## config.mk

```make
export PLATFORM = sky130hd
export DESIGN_NAME = positional_list_insert_delete
export DESIGN_NICKNAME = d
export VERILOG_FILES = /design/src/rtl/core/pld_pkg.sv /design/src/rtl/core/positional_list_insert_delete.sv /design/src/rtl/core/pld_ram.sv
export SDC_FILE = /design/constraint.sdc
export NUM_CORES = 1
export LEC_CHECK = 0
export BUFFER_PORTS_ARGS = -buffer_cell sky130_fd_sc_hd__buf_4
export CORE_UTILIZATION = 45
export DETAILED_ROUTE_END_ITERATION = 10
export GPL_TIMING_DRIVEN = 0
export HOLD_SLACK_MARGIN = 0.08
export PLACE_DENSITY = 0.7
export SLEW_MARGIN = 20
export SYNTH_ARGS = -nofsm -noshare
export SYNTH_HDL_FRONTEND = slang
export SYNTH_SLANG_ARGS = --single-unit
export TNS_END_PERCENT = 50
```

## constraint.sdc

```tcl
create_clock -name clk -period 4.05 [get_ports clk]
set_input_delay 0.405 -clock clk [delete_from_list [all_inputs] [get_ports clk]]
set_output_delay 0.405 -clock clk [all_outputs]
set_load 0.005 [all_outputs]
```

## src/rtl/core/pld_pkg.sv

```systemverilog
package pld_pkg;

    localparam int CMD_W = 2;
    localparam int POS_W = 7;
    localparam int VAL_W = 17;

    localparam int DEPTH_DEFAULT = 64;

    localparam logic [CMD_W-1:0] CMD_INSERT = 2'd0;
    localparam logic [CMD_W-1:0] CMD_DELETE = 2'd1;
    localparam logic [CMD_W-1:0] CMD_PRINT  = 2'd2;

    typedef enum logic [4:0] {
        S_IDLE      = 5'b00001,
        S_INS_SHIFT = 5'b00010,
        S_INS_LAST  = 5'b00100,
        S_DEL_SHIFT = 5'b01000,
        S_PRINT     = 5'b10000
    } state_t;

endpackage

```

## src/rtl/core/positional_list_insert_delete.sv

```systemverilog
// Positional list: an ordered list of up to DEPTH 17-bit values.
// Requests arrive on req_valid/req_stall with command, position and value.
// A request is taken at a rising edge with req_valid high and req_stall low.
// Insert places value at a 1-based position and moves later entries back;
// delete removes the entry at a 1-based position and closes the gap; print
// streams every held value on res_valid/res_stall as element, with last set
// on the final one. An empty print, an unused command and any out-of-range
// or full-list request cause no change and no result.
// An insert at the tail writes with no move; else the later entries move
// back by one from the tail down, then the value is written. A delete at
// the tail only shortens the list; else the later entries move forward by
// one. Each move step is one read and one write of the single-port-pair
// list memory. A print gives one element per cycle while res_stall is low.
// When the receiver stalls, the print holds its place and the element waits
// in the output register; new requests are stalled until the print or a move ends.
// Reset clears the length to zero and the state to idle; the memory is not
// cleared, since only written entries are ever read.
module positional_list_insert_delete #(
    parameter int DEPTH = pld_pkg::DEPTH_DEFAULT
) (
    input  logic                      clk,
    input  logic                      rst_n,
    input  logic                      req_valid,
    output logic                      req_stall,
    input  logic [pld_pkg::CMD_W-1:0] command,
    input  logic [pld_pkg::POS_W-1:0] position,
    input  logic [pld_pkg::VAL_W-1:0] value,
    output logic                      res_valid,
    input  logic                      res_stall,
    output logic [pld_pkg::VAL_W-1:0] element,
    output logic                      last
);

    import pld_pkg::*;

    localparam int AW = (DEPTH > 1) ? $clog2(DEPTH) : 1;
    localparam int LW = $clog2(DEPTH + 1);
    localparam int PW = POS_W + 1;

    state_t             state_reg, state_next;
    logic [LW-1:0]      length_reg, length_next;
    logic [AW-1:0]      idx_reg, idx_next;
    logic [AW-1:0]      slot_reg, slot_next;
    logic [VAL_W-1:0]   val_reg, val_next;
    logic               out_valid_reg, out_valid_next;
    logic [VAL_W-1:0]   out_elem_reg, out_elem_next;
    logic               out_last_reg, out_last_next;

    logic               we;
    logic [AW-1:0]      waddr;
    logic [VAL_W-1:0]   wdata;
    logic               re;
    logic [AW-1:0]      raddr;
    logic [VAL_W-1:0]   rdata;

    logic               accept;
    logic [PW-1:0]      pos_ext;
    logic [PW-1:0]      len_ext;
    logic               ins_ok;
    logic               del_ok;
    logic               out_free;
    logic               is_last;

    pld_ram #(
        .WIDTH (VAL_W),
        .DEPTH (DEPTH),
        .AW    (AW)
    ) u_list_ram (
        .clk   (clk),
        .we    (we),
        .waddr (waddr),
        .wdata (wdata),
        .re    (re),
        .raddr (raddr),
        .rdata (rdata)
    );

    assign req_stall = (state_reg != S_IDLE);
    assign accept    = req_valid && !req_stall;
    assign pos_ext   = PW'(position);
    assign len_ext   = PW'(length_reg);
    assign ins_ok    = (pos_ext != '0) && (pos_ext <= len_ext + PW'(1))
                       && (len_ext < PW'(DEPTH));
    assign del_ok    = (pos_ext != '0) && (pos_ext <= len_ext);
    assign out_free  = !out_valid_reg || !res_stall;
    assign is_last   = (LW'(idx_reg) + LW'(1)) == length_reg;

    assign res_valid = out_valid_reg;
    assign element   = out_elem_reg;
    assign last      = out_last_reg;

    always_comb
    begin
        state_next     = state_reg;
        length_next    = length_reg;
        idx_next       = idx_reg;
        slot_next      = slot_reg;
        val_next       = val_reg;
        out_valid_next = out_valid_reg && res_stall;
        out_elem_next  = out_elem_reg;
        out_last_next  = out_last_reg;
        we             = 1'b0;
        waddr          = idx_reg;
        wdata          = rdata;
        re             = 1'b0;
        raddr          = idx_reg;

        case (state_reg)
            S_IDLE:
            begin
                if (accept)
                begin
                    case (command)
                        CMD_INSERT:
                        begin
                            if (ins_ok)
                            begin
                                slot_next = AW'(position - 1'b1);
                                val_next  = value;
                                if (pos_ext == len_ext + PW'(1))
                                begin
                                    // Append at the tail: no entries move.
                                    we          = 1'b1;
                                    waddr       = AW'(position - 1'b1);
                                    wdata       = value;
                                    length_next = length_reg + 1'b1;
                                end
                                else
                                begin
                                    idx_next   = AW'(length_reg);
                                    re         = 1'b1;
                                    raddr      = AW'(length_reg - 1'b1);
                                    state_next = S_INS_SHIFT;
                                end
                            end
                        end
                        CMD_DELETE:
                        begin
                            if (del_ok)
                            begin
                                if (pos_ext == len_ext)
                                begin
                                    length_next = length_reg - 1'b1;
                                end
                                else
                                begin
                                    idx_next   = AW'(position - 1'b1);
                                    re         = 1'b1;
                                    raddr      = AW'(position);
                                    state_next = S_DEL_SHIFT;
                                end
                            end
                        end
                        CMD_PRINT:
                        begin
                            if (length_reg != '0)
                            begin
                                idx_next   = '0;
                                re         = 1'b1;
                                raddr      = '0;
                                state_next = S_PRINT;
                            end
                        end
                        default:
                        begin
                        end
                    endcase
                end
            end

            S_INS_SHIFT:
            begin
                // The entry read last cycle moves back by one.
                we    = 1'b1;
                waddr = idx_reg;
                wdata = rdata;
                if (idx_reg == slot_reg + AW'(1))
                begin
                    state_next = S_INS_LAST;
                end
                else
                begin
                    idx_next = idx_reg - 1'b1;
                    re       = 1'b1;
                    raddr    = idx_reg - AW'(2);
                end
            end

            S_INS_LAST:
            begin
                we          = 1'b1;
                waddr       = slot_reg;
                wdata       = val_reg;
                length_next = length_reg + 1'b1;
                state_next  = S_IDLE;
            end

            S_DEL_SHIFT:
            begin
                we    = 1'b1;
                waddr = idx_reg;
                wdata = rdata;
                if (LW'(idx_reg) + LW'(1) == length_reg - 1'b1)
                begin
                    length_next = length_reg - 1'b1;
                    state_next  = S_IDLE;
                end
                else
                begin
                    idx_next = idx_reg + 1'b1;
                    re       = 1'b1;
                    raddr    = idx_reg + AW'(2);
                end
            end

            S_PRINT:
            begin
                // Read data holds while the output register is full and stalled.
                if (out_free)
                begin
                    out_valid_next = 1'b1;
                    out_elem_next  = rdata;
                    out_last_next  = is_last;
                    if (is_last)
                    begin
                        state_next = S_IDLE;
                    end
                    else
                    begin
                        idx_next = idx_reg + 1'b1;
                        re       = 1'b1;
                        raddr    = idx_reg + AW'(1);
                    end
                end
            end

            default:
            begin
                state_next = S_IDLE;
            end
        endcase
    end

    always_ff @(posedge clk or negedge rst_n)
    begin
        if (!rst_n)
        begin
            state_reg     <= S_IDLE;
            length_reg    <= '0;
            out_valid_reg <= 1'b0;
        end
        else
        begin
            state_reg     <= state_next;
            length_reg    <= length_next;
            out_valid_reg <= out_valid_next;
        end
    end

    always_ff @(posedge clk)
    begin
        idx_reg      <= idx_next;
        slot_reg     <= slot_next;
        val_reg      <= val_next;
        out_elem_reg <= out_elem_next;
        out_last_reg <= out_last_next;
    end

endmodule

```

## src/rtl/core/pld_ram.sv

```systemverilog
module pld_ram #(
    parameter int WIDTH = 17,
    parameter int DEPTH = 64,
    parameter int AW    = (DEPTH > 1) ? $clog2(DEPTH) : 1
) (
    input  logic             clk,
    input  logic             we,
    input  logic [AW-1:0]    waddr,
    input  logic [WIDTH-1:0] wdata,
    input  logic             re,
    input  logic [AW-1:0]    raddr,
    output logic [WIDTH-1:0] rdata
);

    logic [WIDTH-1:0] mem [DEPTH];

    always_ff @(posedge clk)
    begin
        if (we)
        begin
            mem[waddr] <= wdata;
        end
        if (re)
        begin
            rdata <= mem[raddr];
        end
    end

endmodule

```

==> results.cfg <==
[timing]
worst_slew_pin_slew_ns = 1.11
tns_ns = -16.23
fin_worst_skew_ns = 0.0487
maxClockFrequency_ghz = 0.195
report.final.hold_viol_count = 0
min_period_over_period = 1.27
finalHoldWorstSlack_ns = 0.134
final_max_slew_viol_count = 0
finalWorstPathRequiredPeriod_ns = 5.13
grt_setup_unrepaired = true
fin_ws_ns = -1.08
max-slew-margin-rel = 0.257
setup_viol_count_final = 17

[critical_path]
path_cells = buf_4 > ha_2 > nand3_1 > o21a_1 > a211oi_4 > a21o_4 > nor2_2 > a222oi_1 > buf_4 > nand3_2 > buf_12 > buf_12 > buf_6 > buf_12 > buf_12 > buf_6 > nand2_1 > nand2_1 > o211ai_1 > nand4_1 > or4_4
criticalPathCategory = register to register
cp-end-kind = register
cpPeakStageDelay_ns = 0.59
timing.critical_path.required_ns = 4.48
setup.worst_path.start = idx_reg[1]$_DFFE_PP_
timing.critical_path.slowest_stage_cell = or4_4
worst_r2r_start = idx_reg[1]$_DFFE_PP_
worst_path_dominant_cell_family = compound AO/OA/AOI/OAI gates
critPathLaunchType = register
worstPathMaxFanout = 10
data_arrival_time_of_the_worst_path_ns = 5.56
critical_path.most_common_cell = buf_12
crit_buf_inv = 8

[routing]
avg_vias_per_cell = 5.98
drtIter0Drc = 4065
postRouteWirelength_microns = 144000
num_vias = 32200
drt.antenna.violating_nets = 0
drtPass1Iterations = 6
drc = 0
post_drt_wl_per_cell_microns = 26.8

[job]
max-cap-violations = 0

[yosys]
syn_area_sq_mm = 0.0493
mappedNetlistNets = 3523
yosysSeqAreaShare = 0.708
async_s_r_ff_share_synth = 0.0112
synth-warning-count = 0
synth_adder_area_share = 0.00711
synth-xor-area-share = 0.00853
synth_area_per_cell_sq_um = 14.2
synthesis.instances = 3465
yosys-mux-area-fraction = 0.0645
synth-main-ff-cell = edfxtp_1
synth_compound_gate_area_share = 0.0795
synth-edff-count = 1152
yosys_register_bits = 1165
synthDistinctLibCells = 98
synth_top_family_by_area = simple AND/OR/NAND/NOR gates
post_synth_and_or_nand_nor_area_fraction = 0.107

[die]
die_w_microns = 333
floorplan.die_area_sq_mm = 0.111
design.portCount = 50
initial_core_util = 0.453
rows = 121
design.core.area_sq_mm = 0.109
die_height_microns = 333

[final_layout]
largest_register_ff_count = 1088
ff_latch_area_sq_mm = 0.0349
post_route_cells_drive_above_1_share = 0.237
number_of_fillers_in_the_final_layout = 8359
registers.top_by_ff_count = u_list_ram.mem
area_delta_synth_final_pct = 22.3
nNetsFinal = 3933
multi_input_comb_area_sq_mm = 0.0148

[run_status]
status = finished with violations
violations = setup timing

[placement]
place_hpwl_microns = 96200
place.port_buffers = 49
gp_congestion = 0.963

[grt]
antenna_violations_before_repair = 5
grt_overflow_total = 0
grt_util_all_layers = 0.255
grt_pass1_vias = 31200
grt_max_degree = 65
global_route_wire_length_before_repair_microns = 208000

[cts]
insertion_delay_ns = 0.74
cts_tree = built
ctsRootBufferMaster = clkbuf_16
clock_path_buffers = 3
clkTransAtPathRegs_ns = 0.07
htreeDepth = 3
cts_sinks = 1165
cts_inserted_buffers = 116

[hold_path]
hold_path_class = primary input to register
worst_hold_startpoint = position[4]
[tightest hold or removal path, stage by stage]
cell and delay, ns:
buf_4 0.15, xor2_1 0.11, inv_1 0.08
[cells by family (layout without fill, tap and decap cells)]
family,Yosys count,count (layout)
mux,302,302
flops,1165,1165
compound gates,508,508
fa+ha+maj,28,28
buf+inv,244,748
other cells,0,5
xor+xnor,40,40
simple gates,1178,1178
[routing by layer]
metal / GRT usage / routed length [microns]
met5: 0 / 27
met1: 0.342 / 56900
met2: 0.401 / 66700
met4: 0.106 / 5900
met3: 0.0578 / 14900
[through the flow]
step,instances,cell area [sq um],util,setup WS (ns)
floorplan,3465,49400,-,-0.168
global placement,4928,51500,0.474,-2.37
detailed placement,4998,52800,0.486,-2.13
CTS,5329,59500,0.547,-0.902
global route,5386,60300,0.554,-1.08
finish,5388,60300,0.554,-1.08
[cell usage in the layout, fill, tap and decap left out, types with 44 or more instances in the layout]
cell / instances
edfxtp_1: 1152
buf_6: 85
nand2_1: 643
buf_12: 56
a21oi_1: 44
o211ai_1: 86
nor2_1: 70
mux2i_1: 247
clkbuf_16: 118
a32o_1: 49
a211oi_1: 90
buf_4: 200
nand3_1: 148
clkbuf_1: 60
nor2_4: 67
[synthesized netlist by cell type, types with 5 or more instances]
cell,n,area (sq um)
a211oi_1,102,766
a21o_1,8,60.1
a21oi_1,50,250
a221oi_1,11,96.3
a22o_1,6,52.6
a22oi_1,22,165
a31oi_1,11,68.8
a32o_1,49,490
a32oi_1,16,140
and2_0,9,56.3
and2_1,34,213
and3_1,17,106
and4_1,5,43.8
buf_1,20,75.1
buf_2,73,365
buf_4,15,113
buf_6,20,225
clkbuf_1,90,338
dfrtp_1,12,300
edfxtp_1,1152,34600
ha_1,28,350
inv_1,25,93.8
mux2_2,13,146
mux2_4,27,405
mux2i_1,260,2600
nand2_1,678,2540
nand2b_1,12,75.1
nand3_1,154,771
nand4_1,22,138
nor2_1,142,533
nor2_2,8,50.1
nor2b_1,9,56.3
nor3_1,13,65.1
nor4_1,5,31.3
o211ai_1,86,646
o21a_1,8,60.1
o21ai_0,28,140
o21bai_1,17,128
o22ai_1,6,37.5
o31ai_1,23,173
o32ai_1,18,158
or3_1,5,31.3
or4_1,34,255
xnor2_1,23,201
xor2_1,11,96.3
[worst paths after layout]
path                       cells past startpoint                            end  slack, ns
max in group asynchronous                      4       state_reg[2]$_DFFE_PN0P_       2.52
min in group asynchronous                      3       state_reg[3]$_DFFE_PN0P_       0.64
setup reg to reg                              21  u_list_ram.rdata[7]$_DFFE_PP_      -1.08
hold reg to reg                                0           element[2]$_DFFE_PP_       0.45
setup / recovery                              21  u_list_ram.rdata[7]$_DFFE_PP_      -1.08
hold / removal                                 3          slot_reg[4]$_DFFE_PP_       0.13
[timing repair]
item	in CTS	in global routing
resized for setup	434	90
cloned	2	0
pin swaps	120	68
setup endpoints to repair	1833	1389
hold endpoints to repair	31	0
hold buffers	21	0
buffers inserted	103	54
[area by class of cell]
class | instances | area share
Sequential cell | 1165 | 0.580
Clock buffer | 139 | 0.0500
Timing Repair Buffer | 299 | 0.0516
Inverter | 26 | 0.00181
Multi-Input combinational cell | 2056 | 0.246
Antenna cell | 5 | 0.000208
Buffer | 211 | 0.0292
Clock inverter | 73 | 0.0124
Tap cell | 1414 | 0.0294
Power is left out: the tool's default activity adds up to more than one toggle a clock period on the data nets, which glitch-free logic cannot reach.
